<file path="src/erq_pkg.sv">
`default_nettype none
// ----------------------------------------------------------------------------
// erq_pkg
// Types and constants shared by the event ring queue.
// ----------------------------------------------------------------------------
package erq_pkg;

  localparam int unsigned DEPTH_DEF       = 64;
  localparam int unsigned MAX_READERS_DEF = 255;

  typedef enum logic [1:0] {
    KIND_SUBMIT = 2'd0,
    KIND_POP    = 2'd1,
    KIND_OPEN   = 2'd2,
    KIND_CLOSE  = 2'd3
  } kind_t;

  typedef enum logic [1:0] {
    ST_OK          = 2'd0,
    ST_POP_EMPTY   = 2'd1,
    ST_DROP_FULL   = 2'd2,
    ST_DROP_NO_RDR = 2'd3
  } status_t;

  typedef struct packed {
    kind_t       kind;
    logic [15:0] in_type;
    logic [15:0] in_code;
    logic [31:0] in_value;
  } cmd_t;

  typedef struct packed {
    status_t     status;
    logic        event_valid;
    logic [15:0] out_type;
    logic [15:0] out_code;
    logic [31:0] out_value;
    logic        is_empty;
    logic [7:0]  readers_now;
  } rsp_t;

  typedef struct packed {
    logic [15:0] ev_type;
    logic [15:0] ev_code;
    logic [31:0] ev_value;
  } slot_t;

endpackage
`default_nettype wire

</file>
<file path="src/event_ring_queue.sv">
`default_nettype none
// An accepted item's result is registered and shows on rsp in the next cycle.
// Throughput: one item per cycle while rsp is not stalled; the output register frees as rsp is taken.
// The slot memory is written and read at one address each per cycle.
// Reset clears pointers, reader count, buffer_events and the output valid;
// slot contents are left as they are.
// ----------------------------------------------------------------------------
// event_ring_queue
// Ring buffer of events with an open-reader count. Submit, pop, open and
// close commands update the ring; each command returns one status result.
// ----------------------------------------------------------------------------
module event_ring_queue #(
  parameter int unsigned DEPTH       = erq_pkg::DEPTH_DEF,
  parameter int unsigned MAX_READERS = erq_pkg::MAX_READERS_DEF
) (
  input  wire logic          clk,
  input  wire logic          rst,
  input  wire logic          cmd_valid,
  output logic               cmd_stall,
  input  wire erq_pkg::cmd_t cmd,
  output logic               rsp_valid,
  input  wire logic          rsp_stall,
  output erq_pkg::rsp_t      rsp,
  input  wire logic          cfg_valid,
  output logic               cfg_ready,
  input  wire logic          cfg_data
);
  import erq_pkg::*;

  localparam int unsigned PW = (DEPTH > 1) ? $clog2(DEPTH) : 1;
  localparam int unsigned CW = $clog2(MAX_READERS + 1);
  localparam int unsigned RW = (CW > 8) ? CW : 8;

  slot_t         mem [DEPTH];
  slot_t         rd_data;
  logic [PW-1:0] rd_ptr, rd_ptr_next;
  logic [PW-1:0] wr_ptr, wr_ptr_next;
  logic [CW-1:0] count, count_next;
  logic          buffer_events;

  status_t       status, status_next;
  logic          ev_valid, ev_valid_next;
  logic          is_empty;
  logic [RW-1:0] count_ext;

  logic          accept;
  logic          store;
  logic [PW-1:0] wr_ptr_inc, rd_ptr_inc;

  assign cfg_ready = 1'b1;
  assign cmd_stall = rsp_valid && rsp_stall;
  assign accept    = cmd_valid && !cmd_stall;

  assign wr_ptr_inc = (wr_ptr == PW'(DEPTH - 1)) ? '0 : wr_ptr + 1'b1;
  assign rd_ptr_inc = (rd_ptr == PW'(DEPTH - 1)) ? '0 : rd_ptr + 1'b1;

  always_comb begin
    rd_ptr_next   = rd_ptr;
    wr_ptr_next   = wr_ptr;
    count_next    = count;
    status_next   = ST_OK;
    ev_valid_next = 1'b0;
    store         = 1'b0;
    case (cmd.kind)
      KIND_SUBMIT: begin
        // no-reader drop wins over full
        if (count == '0 && !buffer_events) begin
          status_next = ST_DROP_NO_RDR;
        end else if (wr_ptr_inc == rd_ptr) begin
          status_next = ST_DROP_FULL;
        end else begin
          store       = 1'b1;
          wr_ptr_next = wr_ptr_inc;
        end
      end
      KIND_POP: begin
        if (wr_ptr == rd_ptr) begin
          status_next = ST_POP_EMPTY;
        end else begin
          ev_valid_next = 1'b1;
          rd_ptr_next   = rd_ptr_inc;
        end
      end
      KIND_OPEN: begin
        if (count < CW'(MAX_READERS)) count_next = count + 1'b1;
      end
      KIND_CLOSE: begin
        if (count != '0) begin
          count_next = count - 1'b1;
          // last reader gone with buffering off: flush pending events
          if (count == CW'(1) && !buffer_events) wr_ptr_next = rd_ptr;
        end
      end
      default: begin
        status_next = ST_OK;
      end
    endcase
  end

  always_ff @(posedge clk) begin
    if (rst) begin
      rd_ptr        <= '0;
      wr_ptr        <= '0;
      count         <= '0;
      buffer_events <= 1'b0;
      rsp_valid     <= 1'b0;
    end else begin
      if (cfg_valid && cfg_ready) buffer_events <= cfg_data;
      if (accept) begin
        rd_ptr    <= rd_ptr_next;
        wr_ptr    <= wr_ptr_next;
        count     <= count_next;
        rsp_valid <= 1'b1;
      end else if (!rsp_stall) begin
        rsp_valid <= 1'b0;
      end
    end
  end

  always_ff @(posedge clk) begin
    if (accept) begin
      status   <= status_next;
      ev_valid <= ev_valid_next;
      is_empty <= (wr_ptr_next == rd_ptr_next);
    end
  end

  always_ff @(posedge clk) begin
    if (accept && store) begin
      mem[wr_ptr] <= '{ev_type: cmd.in_type, ev_code: cmd.in_code, ev_value: cmd.in_value};
    end
    if (accept && cmd.kind == KIND_POP) begin
      rd_data <= mem[rd_ptr];
    end
  end

  assign count_ext = RW'(count);

  always_comb begin
    rsp.status      = status;
    rsp.event_valid = ev_valid;
    rsp.out_type    = ev_valid ? rd_data.ev_type  : 16'd0;
    rsp.out_code    = ev_valid ? rd_data.ev_code  : 16'd0;
    rsp.out_value   = ev_valid ? rd_data.ev_value : 32'd0;
    rsp.is_empty    = is_empty;
    rsp.readers_now = count_ext[7:0];
  end

  a_count_max: assert property (@(posedge clk) disable iff (rst)
    count <= CW'(MAX_READERS))
    else $error("reader count above maximum");

  a_empty_match: assert property (@(posedge clk) disable iff (rst)
    rsp_valid |-> (rsp.is_empty == (wr_ptr == rd_ptr)))
    else $error("empty flag disagrees with pointers");

  a_event_ok: assert property (@(posedge clk) disable iff (rst)
    rsp_valid && rsp.event_valid |-> rsp.status == ST_OK)
    else $error("event returned with error status");

  a_pop_moves: assert property (@(posedge clk) disable iff (rst)
    accept && cmd.kind == KIND_POP && wr_ptr != rd_ptr |=> rd_ptr == $past(rd_ptr_inc))
    else $error("pop did not advance read pointer");

  a_no_store_drop: assert property (@(posedge clk) disable iff (rst)
    accept && cmd.kind == KIND_SUBMIT && count == '0 && !buffer_events
      |=> wr_ptr == $past(wr_ptr))
    else $error("dropped event moved write pointer");

endmodule
`default_nettype wire

</file>
<file path="config.mk">
export PLATFORM = sky130hd
export DESIGN_NAME = event_ring_queue
export DESIGN_NICKNAME = d
export VERILOG_FILES = /design/src/erq_pkg.sv /design/src/event_ring_queue.sv
export SDC_FILE = /design/constraint.sdc
export NUM_CORES = 2
export LEC_CHECK = 0
export BUFFER_PORTS_ARGS = -buffer_cell sky130_fd_sc_hd__buf_2
export CAP_MARGIN = 25
export CELL_PAD_IN_SITES_DETAIL_PLACEMENT = 0
export CELL_PAD_IN_SITES_GLOBAL_PLACEMENT = 1
export CORE_AREA = 2 2 599 601
export CTS_CLUSTER_DIAMETER = 30
export CTS_CLUSTER_SIZE = 12
export DETAILED_ROUTE_END_ITERATION = 10
export DIE_AREA = 0 0 601 603
export GPL_TIMING_DRIVEN = 1
export PLACE_DENSITY_LB_ADDON = 0.05
export SLEW_MARGIN = 40
export SYNTH_ARGS = -nofsm -noshare
export SYNTH_HDL_FRONTEND = slang
export SYNTH_SLANG_ARGS = --single-unit
</file>
<file path="constraint.sdc">
create_clock -name clk -period 8.3 [get_ports clk]
set_clock_uncertainty 0.2 [all_clocks]
set_input_delay 1.245 -clock clk [delete_from_list [all_inputs] [get_ports clk]]
set_output_delay 1.245 -clock clk [all_outputs]
set_load 0.05 [all_outputs]
</file>
==> run metrics <==
highest attainable clock frequency=194.4 MHz; Max Cap Viol=0; Worst Max-Slew Pin Slew=0.8982 ns; share of the clock period used by the worst path after layout=61.97%; standby leakage power=61.66 nW; wire length of the first global-routing pass=633.0 mm; top cells by area, synth=sky130_fd_sc_hd__edfxtp_1, sky130_fd_sc_hd__mux4_2, sky130_fd_sc_hd__clkbuf_1; buffers inserted by post-CTS timing repair=0; proportion of synthesized chip area in sequential cells=78.75%; R2R Path Start=wr_ptr[1]$_SDFFE_PP0P_; critical path endpoint category=register; CTS sink count=4186; die outline height=603 um; Boundary Pins=151; most used flip-flop cell after synthesis=sky130_fd_sc_hd__edfxtp_1; fill count=26363; root cell of the clock tree=sky130_fd_sc_hd__clkbuf_16; cell area power density=296.6 nW/um2; number of port buffers=149; count of H-tree levels built during CTS=6; Initial Utilization=44.83%; Max IR drop VDD=0.2069 mV; TritonCTS clock tree=built; worst min-delay path category=in -> reg; largest net degree at the start of global routing=120; synthesized area per cell=25.55 um2; Total Routing Usage GR=25.08%; Synth Warn #=0; async set or reset register ratio after synthesis=0%; most instantiated cells after synthesis=sky130_fd_sc_hd__edfxtp_1, sky130_fd_sc_hd__mux4_2, sky130_fd_sc_hd__clkbuf_1; average routed wire per standard cell=35.83 um; result of the run=complete, no violations; setup repair after global routing missed its margin=false; antenna-violating nets left=0; number of buffers inserted for hold repair after clock tree synthesis=0; final HPWL from detailed placement=236.0 mm; combined area of all synthesized cells=159300 um2; number of vias after detailed routing=74411; hold violation count in the final report=0; most frequent cell after synthesis=sky130_fd_sc_hd__edfxtp_1; largest area contributor in the synthesized netlist=sky130_fd_sc_hd__edfxtp_1; max-slew violation count=0; number of iterations in the first detailed-routing pass=5; area growth from synthesis to final layout=23.76%; total CTS buffers=842; Bufs on Longest Clock Path=4; routability congestion estimate=0.7711; Post-Route Utilization=55.48%; share of the synthesized area in the top cell type=78.48%; cell count after synthesis=6237; DR iter-0 viols=7960; Worst EP required=8.83 ns; Total Wirelength=452.7 mm; flip-flop and latch count after synthesis=4186; ratio of routed vias to standard cells=5.891; count of endpoints failing setup in the final report=0; nets in the synthesized netlist=6319; data arrival time of the critical path=5.67 ns; Core Rows=219; number of global-route vias before repair=78882; Residual DRC=0; Max-Slew Margin vs Limit=40.12%; kind of start point of the critical path=register; shortest clock period the worst path allows after layout=5.143 ns; Fin Setup TNS=0 ns; Die Wd=601 um; area of the die=362400 um2; EDFF count, synth=4164; post-synthesis cell type count=52; maximum fanout encountered on the critical timing path=20; clock network latency to the later pin of the worst-skew pair=1.07 ns; number of gates resized after cts=0; core region area=355400 um2; critical hold path startpoint=cfg_data; clock transition time at the flip-flop clock pins of the worst setup and hold paths=0.05 ns; Congestion Overflow GR=0; Worst Hold Margin=0.2495 ns; final-stage net count=7216; share of layout cells above drive strength 1=40.57%; initial antenna violation count=30; Setup Crit Path Kind=reg -> reg; startpoint of the worst setup timing path=wr_ptr[1]$_SDFFE_PP0P_
through the flow:
stage	total power, mW	std cells	instance area, um2	setup WS, ns
CTS	58.98	12606	196900	3.098
global placement	24.82	11012	167300	2.722
finish	58.49	12632	197200	3.157
floorplan	24.27	6237	159300	2.830
global route	60.07	12617	197100	2.932
detailed placement	24.85	11031	167800	2.765
report_power, final:
| part | switching, mW | internal [mW] |
|---|---|---|
| Sequential | 0.0238 | 23.3 |
| Combinational | 0.723 | 0.363 |
| Clock | 11.2 | 22.9 |
| Total | 11.9 | 46.6 |
sequential cells by signal (all words and copies together), names as in the netlist:
name / flops
buffer_events: 1
count: 8
rd_data: 64
wr_ptr: 6
mem: 4096
status: 2
rd_ptr: 6
ev_valid: 1
rsp_valid: 1
is_empty: 1
per-layer routing:
layer / vias up / GRT usage (%) / wire length (um)
met5: - / 0 / 28
met4: 4 / 6.453 / 10730
met3: 644 / 4.007 / 25580
met2: 2539 / 42.26 / 229500
met1: 41659 / 34.32 / 186800
li1: 29565 / - / -
cell families after synthesis:
kind of cell | Yosys count | share of synthesized area, %
flip-flops | 4186 | 78.75
AND/OR/NAND/NOR | 264 | 0.8151
multiplexers | 1354 | 19.06
AO/OA/AOI/OAI | 52 | 0.2058
adder cells (fa/ha/maj) | 10 | 0.07853
XOR/XNOR | 24 | 0.1319
other | 1 | 0.002354
buffers and inverters | 346 | 0.9510
path summary, 6_finish.rpt:
kind | depth (start not counted) | end | slack (ns)
worst min register to register | 2 | buffer_events$_SDFFE_PP0P_ | 0.33
worst min-delay path | 3 | buffer_events$_SDFFE_PP0P_ | 0.25
worst max register to register | 11 | mem[24][35]$_DFFE_PP_ | 3.16
worst max-delay path | 11 | mem[24][35]$_DFFE_PP_ | 3.16
worst max-delay path, cell delays in order, from the launching register on:
cell	delay (ns)
sky130_fd_sc_hd__dfxtp_1	0.61
sky130_fd_sc_hd__ha_1	0.39
sky130_fd_sc_hd__a21oi_1	0.10
sky130_fd_sc_hd__or3_1	0.40
sky130_fd_sc_hd__nand4_1	0.14
sky130_fd_sc_hd__o31a_1	0.27
sky130_fd_sc_hd__nand3_1	0.18
sky130_fd_sc_hd__nor2_1	0.32
sky130_fd_sc_hd__nand2_1	0.54
sky130_fd_sc_hd__nor2_4	0.79
sky130_fd_sc_hd__buf_4	0.48
sky130_fd_sc_hd__buf_12	0.27
placed cells by master (no fill, tap or decap), drive strengths merged, types with 67 or more instances in the layout:
cell type and count:
buf 386, nor2 102, clkbuf 929, bufinv 133
clkinvlp 114, clkinv 332, and2 67, mux4 1344
inv 80, edfxtp 4164
cell type report:
class	count	area, um2	area share [%]
repair buffers	386	3742	1.898
inverters	13	56.30	0.02855
clock buffers	929	21650	10.98
diodes	16	40.04	0.02031
multi-input cells	1705	32850	16.66
flip-flops and latches	4186	125500	63.65
well taps	4751	5944	3.015
clock inverters	646	7400	3.753
(Power assumes the default switching activity.)
